===== src/rtl/steering_safety_supervisor_defines.svh =====
// assertion macros for the steering safety supervisor
`ifndef STEERING_SAFETY_SUPERVISOR_DEFINES_SVH
`define STEERING_SAFETY_SUPERVISOR_DEFINES_SVH
`ifndef SYNTHESIS
`define SSS_ASSERT(lbl, prop) \
  lbl: assert property (@(posedge clk) disable iff (!rst_n) prop) \
    else $error("steering supervisor assertion failed");
`define SSS_ASSERT_IMPL(lbl, cond, expr) \
  `SSS_ASSERT(lbl, (cond) |-> (expr))
`else
`define SSS_ASSERT(lbl, prop)
`define SSS_ASSERT_IMPL(lbl, cond, expr)
`endif
`endif


===== src/rtl/sss_pkg.sv =====
// types and constants shared by the steering safety supervisor
package sss_pkg;

  localparam int unsigned ADDR_W = 5;

  localparam logic [1:0] OP_TICK     = 2'd0;
  localparam logic [1:0] OP_SETPOINT = 2'd1;
  localparam logic [1:0] OP_FEEDBACK = 2'd2;
  localparam logic [1:0] OP_LIMIT    = 2'd3;

  localparam logic [2:0] REG_MAX_ANGLE   = 3'd0;
  localparam logic [2:0] REG_SERVO_ID    = 3'd1;
  localparam logic [2:0] REG_CURRENT_LIM = 3'd2;
  localparam logic [2:0] REG_CMD_TIMEOUT = 3'd3;
  localparam logic [2:0] REG_FB_TIMEOUT  = 3'd4;

  localparam logic [14:0] MAX_ANGLE_RST   = 15'd2048;
  localparam logic [7:0]  SERVO_ID_RST    = 8'd1;
  localparam logic [15:0] CURRENT_LIM_RST = 16'd2000;
  localparam logic [15:0] TIMEOUT_RST     = 16'd25;

  localparam logic [15:0] AGE_MAX = 16'hFFFF;
  localparam logic signed [7:0] TEMP_SET = 8'sd85;
  localparam logic signed [7:0] TEMP_CLR = 8'sd80;

  typedef struct packed {
    logic [1:0]         op;
    logic signed [15:0] setpoint_angle;
    logic               setpoint_finite;
    logic [7:0]         feedback_id;
    logic signed [15:0] feedback_position;
    logic [15:0]        feedback_errors;
    logic               feedback_torque_on;
    logic [15:0]        feedback_current_ma;
    logic signed [7:0]  feedback_temp_c;
    logic               limit_side;
    logic               limit_state;
    logic               limit_fault;
  } sss_in_t;

  typedef struct packed {
    logic               command_valid;
    logic signed [15:0] goal_angle;
    logic signed [15:0] target_angle;
    logic signed [15:0] current_angle;
    logic               servo_ok;
    logic               estop;
    logic               left_active;
    logic               right_active;
    logic               limits_ok;
    logic               position_ok;
    logic               system_ok;
    logic [15:0]        error_word;
  } sss_out_t;

  typedef struct packed {
    logic [14:0] max_angle;
    logic [7:0]  servo_id;
    logic [15:0] ilim_ma;
    logic [15:0] command_timeout_ticks;
    logic [15:0] feedback_timeout_ticks;
  } sss_cfg_t;

endpackage


===== src/rtl/steering_safety_supervisor.sv =====
// steering safety supervisor top level: event datapath and state
// Usage:
//   in_valid/in_ready/in_data carries one event request: a control tick, a
//   steering setpoint, a servo feedback report or a limit switch update.
//   out_valid/out_ready/out_data returns exactly one result per request: the
//   servo command (command_valid, goal_angle) and the status after the
//   update.
//   The apb port (psel ... pready) holds max angle, servo id, current limit
//   and the two timeouts at byte addresses 0, 4, 8, 12, 16; write only while
//   no request is in flight. pready is always high.
// Path: a request accepted into the input register passes through the update
//   logic and shows its result on out_data once it moves into the result
//   register. Throughput: one request per cycle while out_ready stays high;
//   each request reads the state left by the one before it, which is written
//   as it moves into the result register.
// Reset: rst_n (synchronous, low) empties both registers, clears all flags
//   and latches, marks limits ok, sets both ages to timed out and loads the
//   register defaults.
// Stall: while out_ready is low the result holds; one more request can wait
//   in the input register, after that in_ready drops.
module steering_safety_supervisor
  import sss_pkg::*;
(
  input  logic              clk,
  input  logic              rst_n,
  input  logic              in_valid,
  output logic              in_ready,
  input  sss_in_t           in_data,
  output logic              out_valid,
  input  logic              out_ready,
  output sss_out_t          out_data,
  input  logic              psel,
  input  logic              penable,
  input  logic              pwrite,
  input  logic [ADDR_W-1:0] paddr,
  input  logic [31:0]       pwdata,
  output logic [31:0]       prdata,
  output logic              pready
);

`include "steering_safety_supervisor_defines.svh"

  sss_cfg_t cfg;

  sss_regs u_regs (
    .clk     (clk),
    .rst_n   (rst_n),
    .psel    (psel),
    .penable (penable),
    .pwrite  (pwrite),
    .paddr   (paddr),
    .pwdata  (pwdata),
    .prdata  (prdata),
    .pready  (pready),
    .cfg     (cfg)
  );

  // pipeline registers
  logic     s1_valid_r;
  sss_in_t  s1_data_r;
  logic     out_valid_r;
  sss_out_t out_data_r;
  sss_out_t out_data_nxt;
  logic     advance;

  // supervisor state
  logic signed [15:0] target_r, target_nxt;
  logic signed [15:0] meas_r, meas_nxt;
  logic [15:0]        err_r, err_nxt;
  logic [15:0]        cur_r, cur_nxt;
  logic signed [7:0]  temp_r, temp_nxt;
  logic               healthy_r, healthy_nxt;
  logic               left_r, left_nxt;
  logic               right_r, right_nxt;
  logic               sens_ok_r, sens_ok_nxt;
  logic               oc_r, oc_nxt;
  logic               ot_r, ot_nxt;
  logic [15:0]        cmd_age_r, cmd_age_nxt;
  logic [15:0]        fb_age_r, fb_age_nxt;

  logic               cmd;
  logic signed [15:0] goal;
  logic               estop_cur;
  logic               estop_nxt;
  logic               pos_ok_nxt;

  // setpoint clamp
  logic signed [16:0] sp_ext, lim_pos, lim_neg, sp_clamp;
  logic signed [15:0] sp_val;
  logic               sp_safe;

  // tick checks
  logic [15:0] cmd_age_inc, fb_age_inc;
  logic [19:0] cur_x10, lim_x11, lim_x9;

  assign advance  = s1_valid_r && (!out_valid_r || out_ready);
  assign in_ready = !s1_valid_r || advance;
  assign out_valid = out_valid_r;
  assign out_data  = out_data_r;

  assign sp_ext  = {s1_data_r.setpoint_angle[15], s1_data_r.setpoint_angle};
  assign lim_pos = signed'({2'b00, cfg.max_angle});
  assign lim_neg = -lim_pos;
  assign sp_clamp = (sp_ext > lim_pos) ? lim_pos :
                    (sp_ext < lim_neg) ? lim_neg : sp_ext;
  assign sp_val  = sp_clamp[15:0];
  assign sp_safe = !((sp_val < 16'sd0) && left_r) && !((sp_val > 16'sd0) && right_r);

  assign estop_cur = oc_r || ot_r || (err_r != 16'd0);

  assign cmd_age_inc = (cmd_age_r != AGE_MAX) ? cmd_age_r + 16'd1 : cmd_age_r;
  assign fb_age_inc  = (fb_age_r != AGE_MAX) ? fb_age_r + 16'd1 : fb_age_r;
  assign cur_x10 = {4'd0, cur_r} * 20'd10;
  assign lim_x11 = {4'd0, cfg.ilim_ma} * 20'd11;
  assign lim_x9  = {4'd0, cfg.ilim_ma} * 20'd9;

  always_comb begin
    target_nxt  = target_r;
    meas_nxt    = meas_r;
    err_nxt     = err_r;
    cur_nxt     = cur_r;
    temp_nxt    = temp_r;
    healthy_nxt = healthy_r;
    left_nxt    = left_r;
    right_nxt   = right_r;
    sens_ok_nxt = sens_ok_r;
    oc_nxt      = oc_r;
    ot_nxt      = ot_r;
    cmd_age_nxt = cmd_age_r;
    fb_age_nxt  = fb_age_r;
    cmd         = 1'b0;
    goal        = 16'sd0;
    case (s1_data_r.op)
      OP_SETPOINT: begin
        cmd_age_nxt = 16'd0;
        if (s1_data_r.setpoint_finite) begin
          target_nxt = sp_val;
          cmd        = 1'b1;
          goal       = (sp_safe && healthy_r && !estop_cur) ? sp_val : 16'sd0;
        end
      end
      OP_FEEDBACK: begin
        // reports from another servo are dropped
        if (s1_data_r.feedback_id == cfg.servo_id) begin
          fb_age_nxt  = 16'd0;
          meas_nxt    = s1_data_r.feedback_position;
          err_nxt     = s1_data_r.feedback_errors;
          cur_nxt     = s1_data_r.feedback_current_ma;
          temp_nxt    = s1_data_r.feedback_temp_c;
          healthy_nxt = (s1_data_r.feedback_errors == 16'd0) &&
                        s1_data_r.feedback_torque_on;
        end
      end
      OP_LIMIT: begin
        if (s1_data_r.limit_side) begin
          right_nxt = s1_data_r.limit_state;
        end else begin
          left_nxt = s1_data_r.limit_state;
        end
        sens_ok_nxt = !s1_data_r.limit_fault;
      end
      default: begin
        cmd_age_nxt = cmd_age_inc;
        fb_age_nxt  = fb_age_inc;
        if (cmd_age_inc > cfg.command_timeout_ticks) begin
          target_nxt = 16'sd0;
          cmd        = 1'b1;
        end
        if (fb_age_inc > cfg.feedback_timeout_ticks) begin
          healthy_nxt = 1'b0;
        end
        if (err_r != 16'd0) begin
          healthy_nxt = 1'b0;
          cmd         = 1'b1;
        end
        // hysteresis: set above 110 %, clear below 90 % of the limit
        if (cur_x10 > lim_x11) begin
          oc_nxt = 1'b1;
          cmd    = 1'b1;
        end else if (cur_x10 < lim_x9) begin
          oc_nxt = 1'b0;
        end
        if (temp_r > TEMP_SET) begin
          ot_nxt = 1'b1;
          cmd    = 1'b1;
        end else if (temp_r < TEMP_CLR) begin
          ot_nxt = 1'b0;
        end
      end
    endcase
  end

  assign estop_nxt  = oc_nxt || ot_nxt || (err_nxt != 16'd0);
  assign pos_ok_nxt = healthy_nxt && !(fb_age_nxt > cfg.feedback_timeout_ticks);

  always_comb begin
    out_data_nxt.command_valid = cmd;
    out_data_nxt.goal_angle    = cmd ? goal : 16'sd0;
    out_data_nxt.target_angle  = target_nxt;
    out_data_nxt.current_angle = meas_nxt;
    out_data_nxt.servo_ok      = healthy_nxt;
    out_data_nxt.estop         = estop_nxt;
    out_data_nxt.left_active   = left_nxt;
    out_data_nxt.right_active  = right_nxt;
    out_data_nxt.limits_ok     = sens_ok_nxt;
    out_data_nxt.position_ok   = pos_ok_nxt;
    out_data_nxt.system_ok     = healthy_nxt && sens_ok_nxt && !estop_nxt;
    out_data_nxt.error_word    = err_nxt;
  end

  always_ff @(posedge clk) begin
    if (!rst_n) begin
      s1_valid_r  <= 1'b0;
      out_valid_r <= 1'b0;
      target_r    <= 16'sd0;
      meas_r      <= 16'sd0;
      err_r       <= 16'd0;
      cur_r       <= 16'd0;
      temp_r      <= 8'sd0;
      healthy_r   <= 1'b0;
      left_r      <= 1'b0;
      right_r     <= 1'b0;
      sens_ok_r   <= 1'b1;
      oc_r        <= 1'b0;
      ot_r        <= 1'b0;
      cmd_age_r   <= AGE_MAX;
      fb_age_r    <= AGE_MAX;
    end else begin
      if (in_valid && in_ready) begin
        s1_valid_r <= 1'b1;
      end else if (advance) begin
        s1_valid_r <= 1'b0;
      end
      if (advance) begin
        out_valid_r <= 1'b1;
      end else if (out_ready) begin
        out_valid_r <= 1'b0;
      end
      if (advance) begin
        target_r  <= target_nxt;
        meas_r    <= meas_nxt;
        err_r     <= err_nxt;
        cur_r     <= cur_nxt;
        temp_r    <= temp_nxt;
        healthy_r <= healthy_nxt;
        left_r    <= left_nxt;
        right_r   <= right_nxt;
        sens_ok_r <= sens_ok_nxt;
        oc_r      <= oc_nxt;
        ot_r      <= ot_nxt;
        cmd_age_r <= cmd_age_nxt;
        fb_age_r  <= fb_age_nxt;
      end
    end
  end

  always_ff @(posedge clk) begin
    if (in_valid && in_ready) begin
      s1_data_r <= in_data;
    end
    if (advance) begin
      out_data_r <= out_data_nxt;
    end
  end

  `SSS_ASSERT_IMPL(a_goal_zero_no_cmd, out_valid_r && !out_data_r.command_valid,
                   out_data_r.goal_angle == 16'sd0)
  `SSS_ASSERT_IMPL(a_system_ok_parts, out_valid_r && out_data_r.system_ok,
                   out_data_r.servo_ok && out_data_r.limits_ok && !out_data_r.estop)
  `SSS_ASSERT_IMPL(a_pos_ok_healthy, out_valid_r && out_data_r.position_ok,
                   out_data_r.servo_ok)
  `SSS_ASSERT_IMPL(a_full_blocks_input, s1_valid_r && out_valid_r && !out_ready,
                   !in_ready)

endmodule


===== src/rtl/sss_regs.sv =====
// apb configuration registers of the steering safety supervisor
module sss_regs
  import sss_pkg::*;
(
  input  logic              clk,
  input  logic              rst_n,
  input  logic              psel,
  input  logic              penable,
  input  logic              pwrite,
  input  logic [ADDR_W-1:0] paddr,
  input  logic [31:0]       pwdata,
  output logic [31:0]       prdata,
  output logic              pready,
  output sss_cfg_t          cfg
);

  sss_cfg_t   cfg_r;
  logic       wr_en;
  logic [2:0] reg_idx;

  assign pready  = 1'b1;
  assign wr_en   = psel && penable && pwrite;
  assign reg_idx = paddr[ADDR_W-1:2];
  assign cfg     = cfg_r;

  always_ff @(posedge clk) begin
    if (!rst_n) begin
      cfg_r.max_angle              <= MAX_ANGLE_RST;
      cfg_r.servo_id               <= SERVO_ID_RST;
      cfg_r.ilim_ma                <= CURRENT_LIM_RST;
      cfg_r.command_timeout_ticks  <= TIMEOUT_RST;
      cfg_r.feedback_timeout_ticks <= TIMEOUT_RST;
    end else if (wr_en) begin
      case (reg_idx)
        REG_MAX_ANGLE:   cfg_r.max_angle              <= pwdata[14:0];
        REG_SERVO_ID:    cfg_r.servo_id               <= pwdata[7:0];
        REG_CURRENT_LIM: cfg_r.ilim_ma                <= pwdata[15:0];
        REG_CMD_TIMEOUT: cfg_r.command_timeout_ticks  <= pwdata[15:0];
        REG_FB_TIMEOUT:  cfg_r.feedback_timeout_ticks <= pwdata[15:0];
        default: ;
      endcase
    end
  end

  always_comb begin
    case (reg_idx)
      REG_MAX_ANGLE:   prdata = {17'd0, cfg_r.max_angle};
      REG_SERVO_ID:    prdata = {24'd0, cfg_r.servo_id};
      REG_CURRENT_LIM: prdata = {16'd0, cfg_r.ilim_ma};
      REG_CMD_TIMEOUT: prdata = {16'd0, cfg_r.command_timeout_ticks};
      REG_FB_TIMEOUT:  prdata = {16'd0, cfg_r.feedback_timeout_ticks};
      default:         prdata = 32'd0;
    endcase
  end

endmodule

===== config.mk =====
export PLATFORM = sky130hd
export DESIGN_NAME = steering_safety_supervisor
export DESIGN_NICKNAME = d
export VERILOG_FILES = /design/src/rtl/sss_pkg.sv /design/src/rtl/steering_safety_supervisor.sv /design/src/rtl/sss_regs.sv
export VERILOG_INCLUDE_DIRS = /design/src /design/src/rtl
export SDC_FILE = /design/constraint.sdc
export NUM_CORES = 1
export LEC_CHECK = 0
export ABC_CLOCK_PERIOD_IN_PS = 9680
export BUFFER_PORTS_ARGS = -buffer_cell sky130_fd_sc_hd__clkbuf_2
export CAP_MARGIN = 0
export CELL_PAD_IN_SITES_DETAIL_PLACEMENT = 0
export CELL_PAD_IN_SITES_GLOBAL_PLACEMENT = 1
export CORE_MARGIN = 2
export CORE_UTILIZATION = 49
export CTS_CLUSTER_SIZE = 24
export DETAILED_ROUTE_END_ITERATION = 12
export GPL_TIMING_DRIVEN = 0
export HOLD_SLACK_MARGIN = 0.1
export PLACE_DENSITY = 0.95
export SLEW_MARGIN = 5
export SYNTH_ARGS = -nofsm -noshare
export SYNTH_HDL_FRONTEND = slang
export SYNTH_SLANG_ARGS = --single-unit

===== constraint.sdc =====
create_clock -name clk -period 9.68 [get_ports clk]
set_clock_uncertainty 0.1 [all_clocks]
set_input_delay 0.484 -clock clk [delete_from_list [all_inputs] [get_ports clk]]
set_output_delay 0.484 -clock clk [all_outputs]
set_load 0.01 [all_outputs]

==> impl_metrics.env <==
export IMPL_fmax_mhz=142
export IMPL_min_period_ps=7040
export IMPL_start_kind="flop"
export IMPL_min_period_over_period_pct=72.7
export IMPL_clock_sinks=340
export IMPL_critPathLaunch="u_regs.cfg[33]"
export IMPL_final_common_cell="nand2_1"
export IMPL_rsz0062_at_grt="no"
export IMPL_max_slew_margin_pct=13.8
export IMPL_dieWidth_um=206
export IMPL_netlist_instances=2171
export IMPL_placementRows=74
export IMPL_portBuffers=201
export IMPL_antenna_found_initial=1
export IMPL_drc=0
export IMPL_hold_ws_ps=126
export IMPL_cts_resized_gates=0
export IMPL_vias=17600
export IMPL_synth_flop_cell="dfxtp_1"
export IMPL_wirelength_um=62100
export IMPL_r2r_end="out_data[16]"
export IMPL_p_leak_uw=0.0102
export IMPL_drv_slew=0
export IMPL_insertion_delay_ps=570
export IMPL_grt_max_degree=64
export IMPL_crit_arrival_ps=7220
export IMPL_powerDensity_nw_per_um2=149
export IMPL_async_reset_ff_share_pct=0
export IMPL_hold_path_class="in2reg"
export IMPL_cts_root_buf="clkbuf_16"
export IMPL_reg2reg_slack_ps=2640
export IMPL_setup_viol=0
export IMPL_tns_ps=0
export IMPL_utilization_pct=58.9
export IMPL_syn_area_per_cell_um2=9.25
export IMPL_r2r_start="u_regs.cfg[33]"
export IMPL_wire_per_inst_um=20.2
export IMPL_dpl_cell_area_um2=21900
export IMPL_ys_top_cells_by_area="edfxtp_1 24%, dfxtp_1 18%, ha_1 13%"
export IMPL_hpwl_um=46700
export IMPL_place_congestion=0.993
export IMPL_reg2reg_depth=22
export IMPL_synth_seq_cells=340
export IMPL_ctsLongestPathBuffers=3
export IMPL_worst_ep_required_time_ps=9860
export IMPL_tightest_slew_ps=1280
export IMPL_yosysTopAreaCellShare_pct=23.6
export IMPL_critPathKind="reg2reg"
export IMPL_design_area_um2=24000
export IMPL_yosys_warnings=0
export IMPL_grt_ovfl_total=0
export IMPL_io_pins=238
export IMPL_drt_pass1_iterations=6
export IMPL_start_util_pct=49.4
export IMPL_synth_distinct_cells=76
export IMPL_grt_total_usage_pct=29.1
export IMPL_vias_per_cell=5.71
export IMPL_die_y_um=206
export IMPL_cts_hold_buf=87
export IMPL_synth_edff_count=158
export IMPL_area_growth_pct=19.3
export IMPL_cts_buffers=38
export IMPL_finalNetCount=2871
export IMPL_path_clk_slew_ps=60
export IMPL_drt_initial_drc_count=1448
export IMPL_timing_hold_violations_final=0
export IMPL_die_area_um2=42600
export IMPL_final_cell_mix="359 x nand2_1, 208 x ha_1, 201 x a21oi_1, 201 x clkbuf_2, 182 x dfxtp_1"
export IMPL_endpoint="out_data[16]"
export IMPL_grt_pass1_vias=17400
export IMPL_cts_max_level=2
export IMPL_grt_pass1_wl_um=95000
export IMPL_maxCapViolCount=0
export IMPL_detail_route_antenna_nets=0
export IMPL_cts_tree="built"
export IMPL_synthesis_area_um2=20100
export IMPL_cp_end_kind="flop"
export IMPL_cts_setup_buffers=0
export IMPL_yosysSeqAreaShare_pct=41.8
export IMPL_synth_area_leader_cell="edfxtp_1"
export IMPL_core_um2=40600
export IMPL_cp_max_fo=9
export IMPL_status="finished clean"
export IMPL_hold_start="out_ready"
export IMPL_ir_drop_v=0.000133
export IMPL_drive_gt1_share_pct=14.1
-- synthesized netlist by cell type, drive strengths merged, types with 25 or more instances --
library cell	instances
o21ai	85
a21oi	202
buf	40
a21o	29
nand2b	25
inv	175
nor4	37
nand3	43
nand2	360
clkbuf	74
edfxtp	158
nor2	98
ha	208
mux2	44
xnor2	52
mux2i	25
nand4	29
dfxtp	182
-- power by group --
group	internal, uW	switching, uW	total [uW]
Sequential	1550	36.3	1590
Clock	809	618	1430
Combinational	221	325	546
-- per-layer routing --
| metal | track usage (%) | routed length, um | share of wire (%) | vias to the layer above |
|---|---|---|---|---|
| li1 | - | - | - | 8350 |
| met1 | 37.2 | 25300 | 41 | 8238 |
| met2 | 47.3 | 28200 | 45 | 808 |
| met3 | 5.87 | 5690 | 9.2 | 164 |
| met4 | 13.8 | 2930 | 4.7 | 0 |
| met5 | 0 | 0 | 0 | - |
-- logic make-up (layout without fill, tap and decap cells) --
family                     count (synthesis)  in the layout  share of synthesized area [%]
other                                      2             18                         0.0374
muxes                                     70             70                           3.84
and+or+nand+nor                          692            692                           15.9
AOI/OAI and AO/OA                        484            484                           15.0
buffers and inverters                    290            649                           5.89
DFF                                      340            340                           41.8
xor gates and xnor gates                  69             69                           3.01
adders and majority gates                224            224                           14.6
-- worst max-delay path, cell delays in order, from the launching register on --
cell and delay, ps:
dfxtp_1 680, ha_1 350, fa_1 470, ha_1 350, nor2b_1 140, o21ai_0 200, a21oi_1 110, o21ai_0 220
a21oi_1 110, o21ai_0 210, a21oi_1 130, o41ai_1 1030, nor3_1 140, nor4bb_1 420, ha_1 180, nand4_1 140
nor4_1 400, a221oi_1 150, o21ai_0 100, a21oi_1 60, a211oi_1 690, or4_4 310, nor3b_2 50
-- how the worst min path moves through the flow --
stage	endpoint	slack [ps]	cells past startpoint
3_5_place_dp	target_r[2]	350	2
6_report	out_valid	130	4
4_1_cts	out_valid	100	4
3_3_place_gp	meas_r[10]	340	2
2_1_floorplan	temp_r[6]	330	2
5_1_grt	out_valid	140	4
-- state kept, by name, indices dropped and copies added, names as in the netlist --
signal and cells:
left_r 1, sens_ok_r 1, out_data 72, fb_age_r 16, right_r 1, healthy_r 1, ot_r 1, oc_r 1
target_r 16, cur_r 16, temp_r 7, meas_r 16, u_regs.cfg 71, cmd_age_r 16, s1_valid_r 1, err_r 16
s1_data_r 86, out_valid 1
-- layout make-up --
class / instances / area [um^2]
inverters: 176 / 661
fillers: 3491 / 16700
diodes: 1 / 2.50
well taps: 532 / 666
repair buffers: 290 / 1930
multi-input cells: 1556 / 10600
clock inverters: 16 / 140
plain buffers: 114 / 526
flip-flops and latches: 340 / 8390
clock buffers: 53 / 1070
-- stage by stage --
| step | power, uW | std cells | setup slack, ps |
|---|---|---|---|
| 6_report | 3560 | 3078 | 2640 |
| 5_1_grt | 3690 | 3077 | 2210 |
| 4_1_cts | 3570 | 3077 | 2770 |
| 3_5_place_dp | 2130 | 2921 | 2800 |
| 3_3_place_gp | 2110 | 2919 | 2980 |
| 2_1_floorplan | 1950 | 2186 | 4290 |
Note: power is estimated with default switching activity, not from simulation.
